**src/rtl/jsvp_pkg.sv**
```systemverilog
// Package: types, codes and character helpers for the JSON value parser.
`timescale 1ns / 1ps

package jsvp_pkg;

    typedef enum logic [13:0] {
        PH_LEAD  = 14'b00000000000001,
        PH_LIT   = 14'b00000000000010,
        PH_MINUS = 14'b00000000000100,
        PH_ZERO  = 14'b00000000001000,
        PH_INT   = 14'b00000000010000,
        PH_DOT   = 14'b00000000100000,
        PH_FRAC  = 14'b00000001000000,
        PH_EMARK = 14'b00000010000000,
        PH_ESIGN = 14'b00000100000000,
        PH_EXP   = 14'b00001000000000,
        PH_STR   = 14'b00010000000000,
        PH_ESC   = 14'b00100000000000,
        PH_TRAIL = 14'b01000000000000,
        PH_ERR   = 14'b10000000000000
    } phase_t;

    localparam logic [2:0] ST_OK        = 3'd0;
    localparam logic [2:0] ST_EXPECT    = 3'd1;
    localparam logic [2:0] ST_INVALID   = 3'd2;
    localparam logic [2:0] ST_NOT_SING  = 3'd3;
    localparam logic [2:0] ST_MISS_QUOT = 3'd4;
    localparam logic [2:0] ST_BAD_ESC   = 3'd5;
    localparam logic [2:0] ST_BAD_CHAR  = 3'd6;

    localparam logic [2:0] T_NULL   = 3'd0;
    localparam logic [2:0] T_FALSE  = 3'd1;
    localparam logic [2:0] T_TRUE   = 3'd2;
    localparam logic [2:0] T_NUMBER = 3'd3;
    localparam logic [2:0] T_STRING = 3'd4;

    localparam logic [1:0] KIND_STR    = 2'd0;
    localparam logic [1:0] KIND_NUM    = 2'd1;
    localparam logic [1:0] KIND_STATUS = 2'd2;

    localparam logic [1:0] LIT_NULL  = 2'd0;
    localparam logic [1:0] LIT_TRUE  = 2'd1;
    localparam logic [1:0] LIT_FALSE = 2'd2;

    typedef struct packed {
        phase_t     phase;
        logic [2:0] lit_pos;
        logic [1:0] lit_kind;
        logic [2:0] status;
        logic [2:0] found_type;
    } jsvp_state_t;

    localparam jsvp_state_t RESET_STATE = '{
        phase:      PH_LEAD,
        lit_pos:    3'd0,
        lit_kind:   LIT_NULL,
        status:     ST_OK,
        found_type: T_NULL
    };

    typedef struct packed {
        logic [2:0] status;
        logic [2:0] value_type;
        logic [7:0] out_byte;
        logic [1:0] out_kind;
    } jsvp_result_t;

    function automatic logic is_ws(input logic [7:0] b);
        return (b == 8'h20) || (b == 8'h09) || (b == 8'h0A) || (b == 8'h0D);
    endfunction

    function automatic logic is_digit(input logic [7:0] b);
        return (b >= 8'h30) && (b <= 8'h39);
    endfunction

    function automatic logic [2:0] lit_len(input logic [1:0] k);
        return (k == LIT_FALSE) ? 3'd5 : 3'd4;
    endfunction

    function automatic logic [2:0] lit_type(input logic [1:0] k);
        logic [2:0] t;
        case (k)
            LIT_TRUE:  t = T_TRUE;
            LIT_FALSE: t = T_FALSE;
            default:   t = T_NULL;
        endcase
        return t;
    endfunction

    // character p of "null", "true" or "false"
    function automatic logic [7:0] lit_char(input logic [1:0] k, input logic [2:0] p);
        logic [7:0] c;
        c = 8'h00;
        case (k)
            LIT_TRUE:
                case (p)
                    3'd0:    c = 8'h74;
                    3'd1:    c = 8'h72;
                    3'd2:    c = 8'h75;
                    3'd3:    c = 8'h65;
                    default: c = 8'h00;
                endcase
            LIT_FALSE:
                case (p)
                    3'd0:    c = 8'h66;
                    3'd1:    c = 8'h61;
                    3'd2:    c = 8'h6C;
                    3'd3:    c = 8'h73;
                    3'd4:    c = 8'h65;
                    default: c = 8'h00;
                endcase
            default:
                case (p)
                    3'd0:    c = 8'h6E;
                    3'd1:    c = 8'h75;
                    3'd2:    c = 8'h6C;
                    3'd3:    c = 8'h6C;
                    default: c = 8'h00;
                endcase
        endcase
        return c;
    endfunction

endpackage

```
**src/rtl/jsvp_step.sv**
```systemverilog
// Next-state and result logic for one text byte or the end-of-text item.
`timescale 1ns / 1ps

module jsvp_step
    import jsvp_pkg::*;
(
    input  jsvp_state_t  cur,
    input  logic [7:0]   in_byte,
    input  logic         end_flag,
    output jsvp_state_t  nxt,
    output logic         res_valid,
    output jsvp_result_t res
);

    localparam logic [7:0] CH_QUOTE = 8'h22;
    localparam logic [7:0] CH_BSL   = 8'h5C;
    localparam logic [7:0] CH_MINUS = 8'h2D;
    localparam logic [7:0] CH_PLUS  = 8'h2B;
    localparam logic [7:0] CH_DOT   = 8'h2E;
    localparam logic [7:0] CH_ZERO  = 8'h30;
    localparam logic [7:0] CH_E_LO  = 8'h65;
    localparam logic [7:0] CH_E_UP  = 8'h45;
    localparam logic [7:0] CH_N     = 8'h6E;
    localparam logic [7:0] CH_T     = 8'h74;
    localparam logic [7:0] CH_F     = 8'h66;

    logic [7:0] b;
    logic       ws;
    logic       dig;
    logic       emark;
    logic [1:0] k;
    logic [2:0] p1;
    logic [2:0] st;
    logic [2:0] ft;

    assign b     = in_byte;
    assign ws    = is_ws(b);
    assign dig   = is_digit(b);
    assign emark = (b == CH_E_LO) || (b == CH_E_UP);
    assign k     = (cur.lit_kind == 2'd3) ? LIT_NULL : cur.lit_kind;
    assign p1    = cur.lit_pos + 3'd1;

    always_comb
    begin
        nxt       = cur;
        res_valid = 1'b0;
        res       = '0;
        st        = ST_INVALID;
        ft        = cur.found_type;

        if (end_flag)
        begin
            case (cur.phase)
                PH_LEAD:  st = ST_EXPECT;
                PH_ZERO, PH_INT, PH_FRAC, PH_EXP:
                begin
                    st = ST_OK;
                    ft = T_NUMBER;
                end
                PH_TRAIL: st = ST_OK;
                PH_STR:   st = ST_MISS_QUOT;
                PH_ESC:   st = ST_BAD_ESC;
                PH_ERR:   st = cur.status;
                default:  st = ST_INVALID;
            endcase
            nxt            = RESET_STATE;
            res_valid      = 1'b1;
            res.out_kind   = KIND_STATUS;
            res.status     = st;
            res.value_type = (st == ST_OK) ? ft : T_NULL;
        end
        else
        begin
            case (cur.phase)
                PH_LEAD:
                begin
                    if (ws)
                    begin
                        nxt.phase = PH_LEAD;
                    end
                    else if ((b == CH_N) || (b == CH_T) || (b == CH_F))
                    begin
                        nxt.lit_kind = (b == CH_N) ? LIT_NULL :
                                       (b == CH_T) ? LIT_TRUE : LIT_FALSE;
                        nxt.lit_pos  = 3'd1;
                        nxt.phase    = PH_LIT;
                    end
                    else if (b == CH_QUOTE)
                    begin
                        nxt.phase = PH_STR;
                    end
                    else if ((b == CH_MINUS) || dig)
                    begin
                        nxt.phase = (b == CH_MINUS) ? PH_MINUS :
                                    (b == CH_ZERO)  ? PH_ZERO  : PH_INT;
                        res_valid = 1'b1;
                    end
                    else
                    begin
                        nxt.status = ST_INVALID;
                        nxt.phase  = PH_ERR;
                    end
                end
                PH_LIT:
                begin
                    if ((cur.lit_pos >= lit_len(k)) || (b != lit_char(k, cur.lit_pos)))
                    begin
                        nxt.status = ST_INVALID;
                        nxt.phase  = PH_ERR;
                    end
                    else
                    begin
                        nxt.lit_pos = p1;
                        if (p1 == lit_len(k))
                        begin
                            nxt.found_type = lit_type(k);
                            nxt.phase      = PH_TRAIL;
                        end
                    end
                end
                PH_MINUS:
                begin
                    if (dig)
                    begin
                        nxt.phase = (b == CH_ZERO) ? PH_ZERO : PH_INT;
                        res_valid = 1'b1;
                    end
                    else
                    begin
                        nxt.status = ST_INVALID;
                        nxt.phase  = PH_ERR;
                    end
                end
                PH_ZERO, PH_INT, PH_FRAC, PH_EXP:
                begin
                    if (dig && (cur.phase != PH_ZERO))
                    begin
                        res_valid = 1'b1;
                    end
                    else if ((b == CH_DOT) &&
                             ((cur.phase == PH_ZERO) || (cur.phase == PH_INT)))
                    begin
                        nxt.phase = PH_DOT;
                        res_valid = 1'b1;
                    end
                    else if (emark && (cur.phase != PH_EXP))
                    begin
                        nxt.phase = PH_EMARK;
                        res_valid = 1'b1;
                    end
                    else if (ws)
                    begin
                        nxt.found_type = T_NUMBER;
                        nxt.phase      = PH_TRAIL;
                    end
                    else
                    begin
                        nxt.status     = ST_NOT_SING;
                        nxt.found_type = T_NULL;
                        nxt.phase      = PH_ERR;
                    end
                end
                PH_DOT, PH_ESIGN:
                begin
                    if (dig)
                    begin
                        nxt.phase = (cur.phase == PH_DOT) ? PH_FRAC : PH_EXP;
                        res_valid = 1'b1;
                    end
                    else
                    begin
                        nxt.status = ST_INVALID;
                        nxt.phase  = PH_ERR;
                    end
                end
                PH_EMARK:
                begin
                    if ((b == CH_PLUS) || (b == CH_MINUS))
                    begin
                        nxt.phase = PH_ESIGN;
                        res_valid = 1'b1;
                    end
                    else if (dig)
                    begin
                        nxt.phase = PH_EXP;
                        res_valid = 1'b1;
                    end
                    else
                    begin
                        nxt.status = ST_INVALID;
                        nxt.phase  = PH_ERR;
                    end
                end
                PH_STR:
                begin
                    if (b == CH_QUOTE)
                    begin
                        nxt.found_type = T_STRING;
                        nxt.phase      = PH_TRAIL;
                    end
                    else if (b == CH_BSL)
                    begin
                        nxt.phase = PH_ESC;
                    end
                    else if (b < 8'h20)
                    begin
                        nxt.status = ST_BAD_CHAR;
                        nxt.phase  = PH_ERR;
                    end
                    else
                    begin
                        res_valid    = 1'b1;
                        res.out_kind = KIND_STR;
                        res.out_byte = b;
                    end
                end
                PH_ESC:
                begin
                    res_valid    = 1'b1;
                    res.out_kind = KIND_STR;
                    nxt.phase    = PH_STR;
                    case (b)
                        8'h22:   res.out_byte = 8'h22;
                        8'h5C:   res.out_byte = 8'h5C;
                        8'h2F:   res.out_byte = 8'h2F;
                        8'h62:   res.out_byte = 8'h08;
                        8'h66:   res.out_byte = 8'h0C;
                        8'h6E:   res.out_byte = 8'h0A;
                        8'h72:   res.out_byte = 8'h0D;
                        8'h74:   res.out_byte = 8'h09;
                        default:
                        begin
                            res_valid  = 1'b0;
                            nxt.status = ST_BAD_ESC;
                            nxt.phase  = PH_ERR;
                        end
                    endcase
                end
                PH_TRAIL:
                begin
                    if (!ws)
                    begin
                        nxt.status     = ST_NOT_SING;
                        nxt.found_type = T_NULL;
                        nxt.phase      = PH_ERR;
                    end
                end
                PH_ERR:
                begin
                    nxt = cur;
                end
                default:
                begin
                    nxt.status = ST_INVALID;
                    nxt.phase  = PH_ERR;
                end
            endcase

            // number characters are echoed as they arrive
            if (res_valid && (cur.phase != PH_STR) && (cur.phase != PH_ESC))
            begin
                res.out_kind = KIND_NUM;
                res.out_byte = b;
            end
            if (nxt.phase == PH_ERR)
            begin
                nxt.found_type = T_NULL;
            end
        end
    end

endmodule

```
**src/rtl/jsvp_out_buf.sv**
```systemverilog
// Two-entry output register with skid slot for result transfers.
`timescale 1ns / 1ps

module jsvp_out_buf
    import jsvp_pkg::*;
(
    input  logic         clk,
    input  logic         rst_n,
    input  logic         push,
    input  jsvp_result_t push_data,
    output logic         can_push,
    output logic         out_valid,
    input  logic         out_ready,
    output jsvp_result_t out_data
);

    logic         main_valid_reg;
    logic         skid_valid_reg;
    jsvp_result_t main_reg;
    jsvp_result_t skid_reg;
    logic         pop;

    assign pop       = main_valid_reg && out_ready;
    assign can_push  = !skid_valid_reg;
    assign out_valid = main_valid_reg;
    assign out_data  = main_reg;

    always_ff @(posedge clk or negedge rst_n)
    begin
        if (!rst_n)
        begin
            main_valid_reg <= 1'b0;
            skid_valid_reg <= 1'b0;
        end
        else if (skid_valid_reg)
        begin
            if (pop)
            begin
                skid_valid_reg <= 1'b0;
            end
        end
        else if (push)
        begin
            if (main_valid_reg && !pop)
            begin
                skid_valid_reg <= 1'b1;
            end
            main_valid_reg <= 1'b1;
        end
        else if (pop)
        begin
            main_valid_reg <= 1'b0;
        end
    end

    always_ff @(posedge clk)
    begin
        if (skid_valid_reg)
        begin
            if (pop)
            begin
                main_reg <= skid_reg;
            end
        end
        else if (push)
        begin
            if (main_valid_reg && !pop)
            begin
                skid_reg <= push_data;
            end
            else
            begin
                main_reg <= push_data;
            end
        end
    end

endmodule

```
**src/rtl/json_single_value_parser.sv**
```systemverilog
// Top level: streaming validator for one JSON root value.
`timescale 1ns / 1ps

// Takes one JSON text byte per transfer and checks that it holds one value
// (null, true, false, number or string) with optional surrounding whitespace.
// The end of the text is marked by s_tlast on its own transfer, whose data
// byte is ignored. String bytes (escapes decoded) and number characters are
// emitted as they arrive; the end-of-text transfer emits the final status and
// value type and returns the parser to its start state. Discard emitted bytes
// unless the final status is ok. One byte is accepted every cycle while the
// output side keeps up; the parser state is updated by combinational logic
// and each result is registered in the output buffer. A two-entry output
// buffer lets input continue for one more result while the output side stalls.
module json_single_value_parser
    import jsvp_pkg::*;
(
    input  logic        clk,
    input  logic        rst_n,
    input  logic        s_tvalid,
    output logic        s_tready,
    input  logic [7:0]  s_tdata,   // [7:0] in_byte
    input  logic        s_tlast,   // end_of_text
    output logic        m_tvalid,
    input  logic        m_tready,
    output logic [15:0] m_tdata,   // [7:0] out_byte, [10:8] value_type, [13:11] status
    output logic [1:0]  m_tuser    // [1:0] out_kind
);

    jsvp_state_t  state_reg;
    jsvp_state_t  state_next;
    logic         res_valid;
    jsvp_result_t res;
    jsvp_result_t out_res;
    logic         accept;
    logic         push;

    assign accept = s_tvalid && s_tready;
    assign push   = accept && res_valid;

    jsvp_step u_step (
        .cur       (state_reg),
        .in_byte   (s_tdata),
        .end_flag  (s_tlast),
        .nxt       (state_next),
        .res_valid (res_valid),
        .res       (res)
    );

    always_ff @(posedge clk or negedge rst_n)
    begin
        if (!rst_n)
        begin
            state_reg <= RESET_STATE;
        end
        else if (accept)
        begin
            state_reg <= state_next;
        end
    end

    jsvp_out_buf u_out_buf (
        .clk       (clk),
        .rst_n     (rst_n),
        .push      (push),
        .push_data (res),
        .can_push  (s_tready),
        .out_valid (m_tvalid),
        .out_ready (m_tready),
        .out_data  (out_res)
    );

    assign m_tdata = {2'b00, out_res.status, out_res.value_type, out_res.out_byte};
    assign m_tuser = out_res.out_kind;

    a_stall_needs_result: assert property (@(posedge clk) disable iff (!rst_n)
        !s_tready |-> m_tvalid)
        else $error("input stalled with no pending result");

    a_end_resets: assert property (@(posedge clk) disable iff (!rst_n)
        (accept && s_tlast) |=> (state_reg.phase == PH_LEAD))
        else $error("end of text did not restart the parser");

    a_err_silent: assert property (@(posedge clk) disable iff (!rst_n)
        (accept && !s_tlast && (state_reg.phase == PH_ERR)) |-> !push)
        else $error("result emitted after an error");

    a_status_on_end: assert property (@(posedge clk) disable iff (!rst_n)
        push |-> ((res.out_kind == KIND_STATUS) == s_tlast))
        else $error("final status not tied to end of text");

endmodule

```
**config.mk**
```make
export PLATFORM = sky130hd
export DESIGN_NAME = json_single_value_parser
export DESIGN_NICKNAME = d
export VERILOG_FILES = /design/src/rtl/jsvp_pkg.sv /design/src/rtl/jsvp_step.sv /design/src/rtl/jsvp_out_buf.sv /design/src/rtl/json_single_value_parser.sv
export SDC_FILE = /design/constraint.sdc
export NUM_CORES = 1
export LEC_CHECK = 0
export BUFFER_PORTS_ARGS = -buffer_cell sky130_fd_sc_hd__buf_4
export CAP_MARGIN = 20
export CORE_UTILIZATION = 38
export DETAILED_ROUTE_END_ITERATION = 10
export GPL_ROUTABILITY_DRIVEN = 1
export REMOVE_ABC_BUFFERS = 1
export SLEW_MARGIN = 20
export SYNTH_ARGS = -nofsm -noshare
export SYNTH_HDL_FRONTEND = slang
export SYNTH_SLANG_ARGS = --single-unit
```
**constraint.sdc**
```tcl
create_clock -name clk -period 4.7 [get_ports clk]
set_input_delay 0.47 -clock clk [delete_from_list [all_inputs] [get_ports clk]]
set_output_delay 0.47 -clock clk [all_outputs]
set_load 0.02 [all_outputs]
```
* Word level (Yosys, flattened, before mapping)
Index checks and enable logic that the tools add are counted.
Widths: inputs -> output; s select.
** Cells by class
- $add $sub $neg :: 1
- $lt $le $gt $ge :: 4
- Equal/unequal tests :: 74
- Multiplexer cells :: 102
- Bitwise gates (word level) :: 1
- Reductions and logical operators :: 43
** Operators with widths (number)
- $mux 14 :: 21
- $pmux 14 s10 :: 1
- $eq 8x7->1 const B :: 8
- $mux 16 :: 4
- $mux 3 :: 19
- $eq 8x6->1 const B :: 7
- $pmux 7 s8 :: 1
- $mux 10 :: 5
- $ne 3x3->1 const B :: 14
- $pmux 7 s5 :: 1
- $mux 8 :: 4
- $mux 6 :: 5
- $eq 14x14->1 const B :: 2
- $pmux 7 s4 :: 1
- $pmux 3 s9 :: 1
- $mux 25 :: 1
- $eq 8x4->1 const B :: 3
- $mux 1 :: 22
- $pmux 7 s3 :: 1
- $ne 4x4->1 const B :: 5
- $pmux 10 s2 :: 1
- $reduce_and 17->1 :: 1
- $pmux 8 s2 :: 1
- $pmux 3 s5 :: 1
- 57 further kinds :: 95
** Storage, ports and cells
- Flip-flop bits (word level) :: 59
- Input bits :: 13
- Output and inout port bits :: 20
- Logic and storage cells :: 240

* Longest topological paths before layout
- Depth after elaboration :: 16
- Mapped depth :: 11

* Modules after synthesis
Synthesis repeated with hierarchy kept, for this count alone.
** Second synthesis, totals
- Cell total of the unflattened synthesis :: 509
- Area total of the unflattened synthesis :: 4777.1 um^2
** By module, submodules not included
- jsvp_step :: instances 1, cells an instance 391, area each 2443.6 um^2, seq. area each 0.0 um^2
- jsvp_out_buf :: instances 1, cells an instance 61, area each 1272.5 um^2, seq. area each 1011.0 um^2
- json_single_value_parser :: instances 1, cells an instance 57, area each 1061.0 um^2, seq. area each 626.9 um^2

* Worst setup path before layout
OpenSTA, ideal clock, no wires.
- Path type :: register to register
- Start point :: register state_reg[14] (netlist bit)
- End point :: register u_out_buf.skid_reg[0] (netlist bit) (enable)
- Arrival time :: 3.530 ns
- Required time :: 4.287 ns
- Setup slack :: 0.757 ns
- Cell stages (with the launch flop) :: 11
- Buffers on the path :: 2
- Period minus slack after synthesis :: 3.943 ns
- Path through :: dfrtp_1 -> buf_2 -> or4_1 -> buf_2 -> nor4_4 -> o41ai_1 -> nor3_1 -> nor3_1 -> nand2_1 -> o21ai_1 -> nor3b_1
** On the way
- Longest elaborated chain between the ends :: 10
- Elaborated cells on any way between the ends :: 27
** Ends and longest elaborated chain
- start: declaration :: RTL line json_single_value_parser.sv:29 : jsvp_state_t state_reg;
- start signal: assignment :: RTL line json_single_value_parser.sv:57 : state_reg <= state_next;
- $ne 14x10->1 (tied with other cells) :: RTL line jsvp_step.sv:146 : else if (emark && (cur.phase != PH_EXP))
- $logic_and 1x1->1 / $logic_or 1x1->1 (equally long branches) :: RTL line jsvp_step.sv:146, jsvp_step.sv:141
- $mux 1 / $logic_and 1x1->1 (equally long branches) :: RTL line jsvp_step.sv:146, jsvp_step.sv:140
- $mux 1 :: RTL line jsvp_step.sv:140 : else if ((b == CH_DOT) &&
- $mux 1 :: RTL line jsvp_step.sv:136 : if (dig && (cur.phase != PH_ZERO))
- $pmux 1 s6 (*) :: RTL line jsvp_step.sv:74 : case (cur.phase)
- $mux 1 (*) (2 in series) :: RTL line jsvp_step.sv:51 : if (end_flag)
- $logic_and 1x1->1 (*) :: RTL line json_single_value_parser.sv:38 : assign push = accept && res_valid;
- $reduce_and 3->1 (no line) (*)
- end signal: assignment :: RTL line jsvp_out_buf.sv:69 : skid_reg <= push_data;
- end: declaration :: RTL line jsvp_out_buf.sv:20 : jsvp_result_t skid_reg;
Every way passes the cells marked *; elsewhere a longest branch is shown, timed or not. The select of a mux whose other input is x is not followed.
A chain may end at the register's enable or synchronous reset.

* Worst setup path after layout
- Start point :: register state_reg[13] (netlist bit)
- End point :: register u_out_buf.main_reg, in the netlist u_out_buf.out_data[5] (enable)
** On the way
- Longest elaborated chain between the ends :: 11
- Elaborated cells on any way between the ends :: 28
** Ends and longest elaborated chain
- $ne 14x10->1 (tied with other cells) :: RTL line jsvp_step.sv:146
- $logic_and 1x1->1 / $logic_or 1x1->1 (equally long branches) :: RTL line jsvp_step.sv:146, jsvp_step.sv:141
- $mux 1 / $logic_and 1x1->1 (equally long branches) :: RTL line jsvp_step.sv:146, jsvp_step.sv:140
- $mux 1 :: RTL line jsvp_step.sv:140
- $mux 1 :: RTL line jsvp_step.sv:136
- $pmux 1 s6 (*) :: RTL line jsvp_step.sv:74
- $mux 1 (*) (2 in series) :: RTL line jsvp_step.sv:51
- $logic_and 1x1->1 (*) :: RTL line json_single_value_parser.sv:38
- $reduce_bool 2->1 (no line) (*)
- $reduce_and 3->1 (no line) (*)
- end signal: assignment :: RTL line jsvp_out_buf.sv:62 : main_reg <= skid_reg;
- end signal: assignment :: RTL line jsvp_out_buf.sv:73 : main_reg <= push_data;
- end: declaration :: RTL line jsvp_out_buf.sv:19 : jsvp_result_t main_reg;
Marked as above.

==> results.rst <==
.. list-table::
   :header-rows: 1

   * - Metric
     - Value
   * - Status
     - finished clean
   * - Number of sinks handled by clock tree synthesis
     - 59
   * - Total wire length
     - 13540 microns
   * - Synthesis Warnings
     - 0
   * - # hold bufs at CTS
     - 0
   * - Antenna diode count
     - 0
   * - TritonCTS clock tree
     - yes
   * - Arrival time worst endpoint
     - 3.60 ns
   * - Required time of the worst setup path
     - 4.72 ns
   * - Area share of fa/ha/maj cells after synthesis
     - 2.824%
   * - Maximum number of pins on one net before global-route repair
     - 28
   * - XOR/XNOR Fraction of Synth Area
     - 1.186%
   * - Dominant combinational cell family by area after synthesis
     - simple AND/OR/NAND/NOR gates
   * - Async SR Flop Fraction
     - 45.76%
   * - Power density over cell area
     - 442.5 nW/um^2
   * - Starting density of the core
     - 38.97%
   * - Number of max-capacitance violations reported
     - 0
   * - Area taken by multi-input logic gates
     - 2576 sq um
   * - Storage element area
     - 1638 sq um
   * - Final Util
     - 44.77%
   * - Number of violations reported at the end of detailed-routing iteration 0
     - 561
   * - Die boundary width
     - 110.0 microns
   * - Root buf cell
     - sky130_fd_sc_hd__clkbuf_16
   * - Count of cell types in the netlist
     - 80
   * - Number of enable-type register cells in the synthesized netlist
     - 32
   * - Routed via count divided by cell count
     - 6.164
   * - Leakage
     - 1.872 nW
   * - Kind of critical path
     - reg2reg
   * - Worst voltage drop across the vdd grid
     - 0.3018 mV
   * - Number of flip-flops in the largest register
     - 25
   * - Number of nets in the final layout
     - 551
   * - Compound-Gate Fraction of Synth Area
     - 21.75%
   * - Cell Area, Synth
     - 4430 sq um
   * - Primary flip-flop cell chosen by synthesis mapping
     - sky130_fd_sc_hd__edfxtp_1
   * - GPL Wtd Cong
     - 0.9366
   * - Number of levels the H-tree was split into
     - 3
   * - RSZ-0062 raised after global routing
     - no
   * - Die span in y
     - 110.0 microns
   * - Worst Hold Margin
     - 0.05161 ns
   * - Final global-route overflow total
     - 0
   * - PortBufs
     - 30
   * - Via count of the first global-routing pass
     - 3902
   * - Syn-to-layout area delta
     - 14.88%
   * - Share of cell area taken by muxes after synthesis
     - 1.412%
   * - Routed via count
     - 4167
   * - Clock tree skew after final layout
     - 0.006235 ns
   * - Post-synthesis instance total
     - 509
   * - Share of post-route cells with drive strength above 1
     - 16.14%
   * - Overall die area
     - 12090 sq um
   * - Syn avg cell area
     - 8.704 sq um
   * - Startpoint types
     - flop
   * - Hpwl dp
     - 9996 microns
   * - Crit end category
     - flop
   * - Most used standard cells in the synthesized netlist
     - sky130_fd_sc_hd__nand2_1, sky130_fd_sc_hd__nor2_1, sky130_fd_sc_hd__edfxtp_1
   * - Core area
     - 11370 sq um
   * - Final slew viol count
     - 0
   * - Final count of hold timing violations
     - 0
   * - CTS max path bufs
     - 2
   * - Sum Neg Setup Slack
     - 0 ns
   * - Synthesized-area fraction occupied by and/or/nand/nor cells
     - 30.70%
   * - Clock period minus worst slack
     - 3.573 ns
   * - Maximum clock frequency
     - 0.2798 GHz
   * - DRT antenna net count
     - 0
   * - Measured slew at the worst slew-check pin
     - 0.8837 ns
   * - Post-CTS clock slew at the launch and capture registers of the worst setup and hold paths
     - 0.05 ns
   * - Clock latency at the later pin of the worst-skew pair
     - 0.34 ns
   * - Gates resized, CTS repair
     - 0
   * - Leading area contributor after synthesis
     - sky130_fd_sc_hd__edfxtp_1
   * - First-pass GRT wire length
     - 21110 microns
   * - Post-synthesis sequential element count
     - 59
   * - Maximum fanout count along the critical path
     - 16
   * - Initial antenna violation count
     - 1
   * - Classification of the worst-slack hold path
     - in2async
   * - Number of buffers inserted to repair setup after CTS
     - 0
   * - Number of fill cells in the layout
     - 1115
   * - Final worst path period share
     - 76.03%
   * - Number of I/O pins
     - 33
   * - Leading cell type by number of instances after synthesis
     - sky130_fd_sc_hd__nand2_1
   * - Total Routing Usage GR
     - 23.37%
   * - Number of failing setup endpoints in the final timing report
     - 0
   * - Max transition margin
     - 40.93%
   * - Num CTS Buffers
     - 9
   * - Wire length per cell after detailed routing
     - 20.03 microns
   * - Total DRC errors in the routed layout
     - 0
   * - Top cells by area in the synthesized netlist
     - sky130_fd_sc_hd__edfxtp_1, sky130_fd_sc_hd__dfrtp_1, sky130_fd_sc_hd__nand2_1
   * - Number of detailed-route iterations in the first pass
     - 7
   * - Sequential area share after synthesis
     - 36.97%
   * - Site Rows
     - 39
   * - Fraction of synthesized cell area taken by the top area cell type
     - 21.69%
## where the power goes
part	total (mW)	internal, mW	switching (mW)
Sequential	0.752	0.649	0.103
Clock	0.729	0.468	0.261
Combinational	0.771	0.281	0.490
## logic make-up (layout without fill, tap and decap cells)
| family | count (synthesis) | count (layout) |
|---|---|---|
| other | 1 | 2 |
| flip-flops | 59 | 59 |
| adder cells (fa/ha/maj) | 10 | 10 |
| buffers and inverters | 52 | 75 |
| multiplexers | 6 | 6 |
| XOR/XNOR | 6 | 6 |
| AO/OA/AOI/OAI | 132 | 132 |
| AND/OR/NAND/NOR | 243 | 243 |
## stage by stage
| stage | instance area, sq um | cells | power (mW) | setup WS [ns] |
|---|---|---|---|---|
| after floorplan | 4280 | 477 | 1.218 | 0.6772 |
| after global placement | 4765 | 660 | 1.519 | 1.291 |
| after detailed placement | 4765 | 660 | 1.518 | 1.196 |
| after CTS | 5090 | 676 | 2.253 | 1.179 |
| after global routing | 5090 | 676 | 2.373 | 0.8883 |
| final | 5090 | 676 | 2.252 | 1.127 |
## critical path, stage by stage (launching register included)
cell and delay [ns]:
sky130_fd_sc_hd__dfrtp_1 0.50, sky130_fd_sc_hd__or4_1 0.77, sky130_fd_sc_hd__nor4_4 0.52, sky130_fd_sc_hd__o41ai_1 0.23
sky130_fd_sc_hd__nor3_1 0.29, sky130_fd_sc_hd__nor3_1 0.14, sky130_fd_sc_hd__nand2_1 0.20, sky130_fd_sc_hd__o21ai_1 0.13
sky130_fd_sc_hd__a22oi_1 0.18, sky130_fd_sc_hd__buf_4 0.28
## path summary, 6_finish.rpt
check	start	end	slack, ns	cells past startpoint
worst max-delay path	state_reg[13]	u_out_buf.out_data[5]	1.13	9
worst min-delay path	rst_n	state_reg[9]	0.05	1
worst max register to register	state_reg[13]	u_out_buf.out_data[5]	1.13	9
worst min register to register	state_reg[1]	state_reg[1]	0.49	2
max in group asynchronous	rst_n	state_reg[11]	4.34	1
min in group clk	m_tready	u_out_buf.skid_valid_reg	0.35	2
## placed cells by master (no fill, tap or decap), types with 9 or more instances in the layout
| master | synthesis | layout |
|---|---|---|
| sky130_fd_sc_hd__a21oi_1 | 20 | 20 |
| sky130_fd_sc_hd__buf_4 | 3 | 40 |
| sky130_fd_sc_hd__clkbuf_16 | 0 | 9 |
| sky130_fd_sc_hd__dfrtp_1 | 26 | 26 |
| sky130_fd_sc_hd__edfxtp_1 | 32 | 32 |
| sky130_fd_sc_hd__ha_1 | 10 | 10 |
| sky130_fd_sc_hd__inv_1 | 19 | 19 |
| sky130_fd_sc_hd__nand2_1 | 59 | 59 |
| sky130_fd_sc_hd__nand2b_1 | 11 | 11 |
| sky130_fd_sc_hd__nand3_1 | 11 | 11 |
| sky130_fd_sc_hd__nand4_1 | 14 | 14 |
| sky130_fd_sc_hd__nor2_1 | 52 | 52 |
| sky130_fd_sc_hd__nor2b_1 | 11 | 11 |
| sky130_fd_sc_hd__nor3_1 | 15 | 15 |
| sky130_fd_sc_hd__nor4_1 | 17 | 17 |
| sky130_fd_sc_hd__o21ai_0 | 24 | 24 |
| sky130_fd_sc_hd__o31ai_1 | 12 | 12 |
## routing by layer
layer  part of all wire, %  track usage (%)  wire [microns]
met5                     0                0               0
met4                   2.1            7.238             279
met3                   7.4            5.173            1005
met2                    46            36.83            6212
met1                    45            31.83            6041
## final cells by class
class | count | area share [%]
clock buffers | 9 | 4.425
clock inverters | 7 | 1.967
inverters | 19 | 1.401
multi-input cells | 399 | 50.61
flip-flops and latches | 59 | 32.18
well taps | 143 | 3.515
repair buffers | 40 | 5.900
Note: power is estimated with default switching activity, not from simulation.
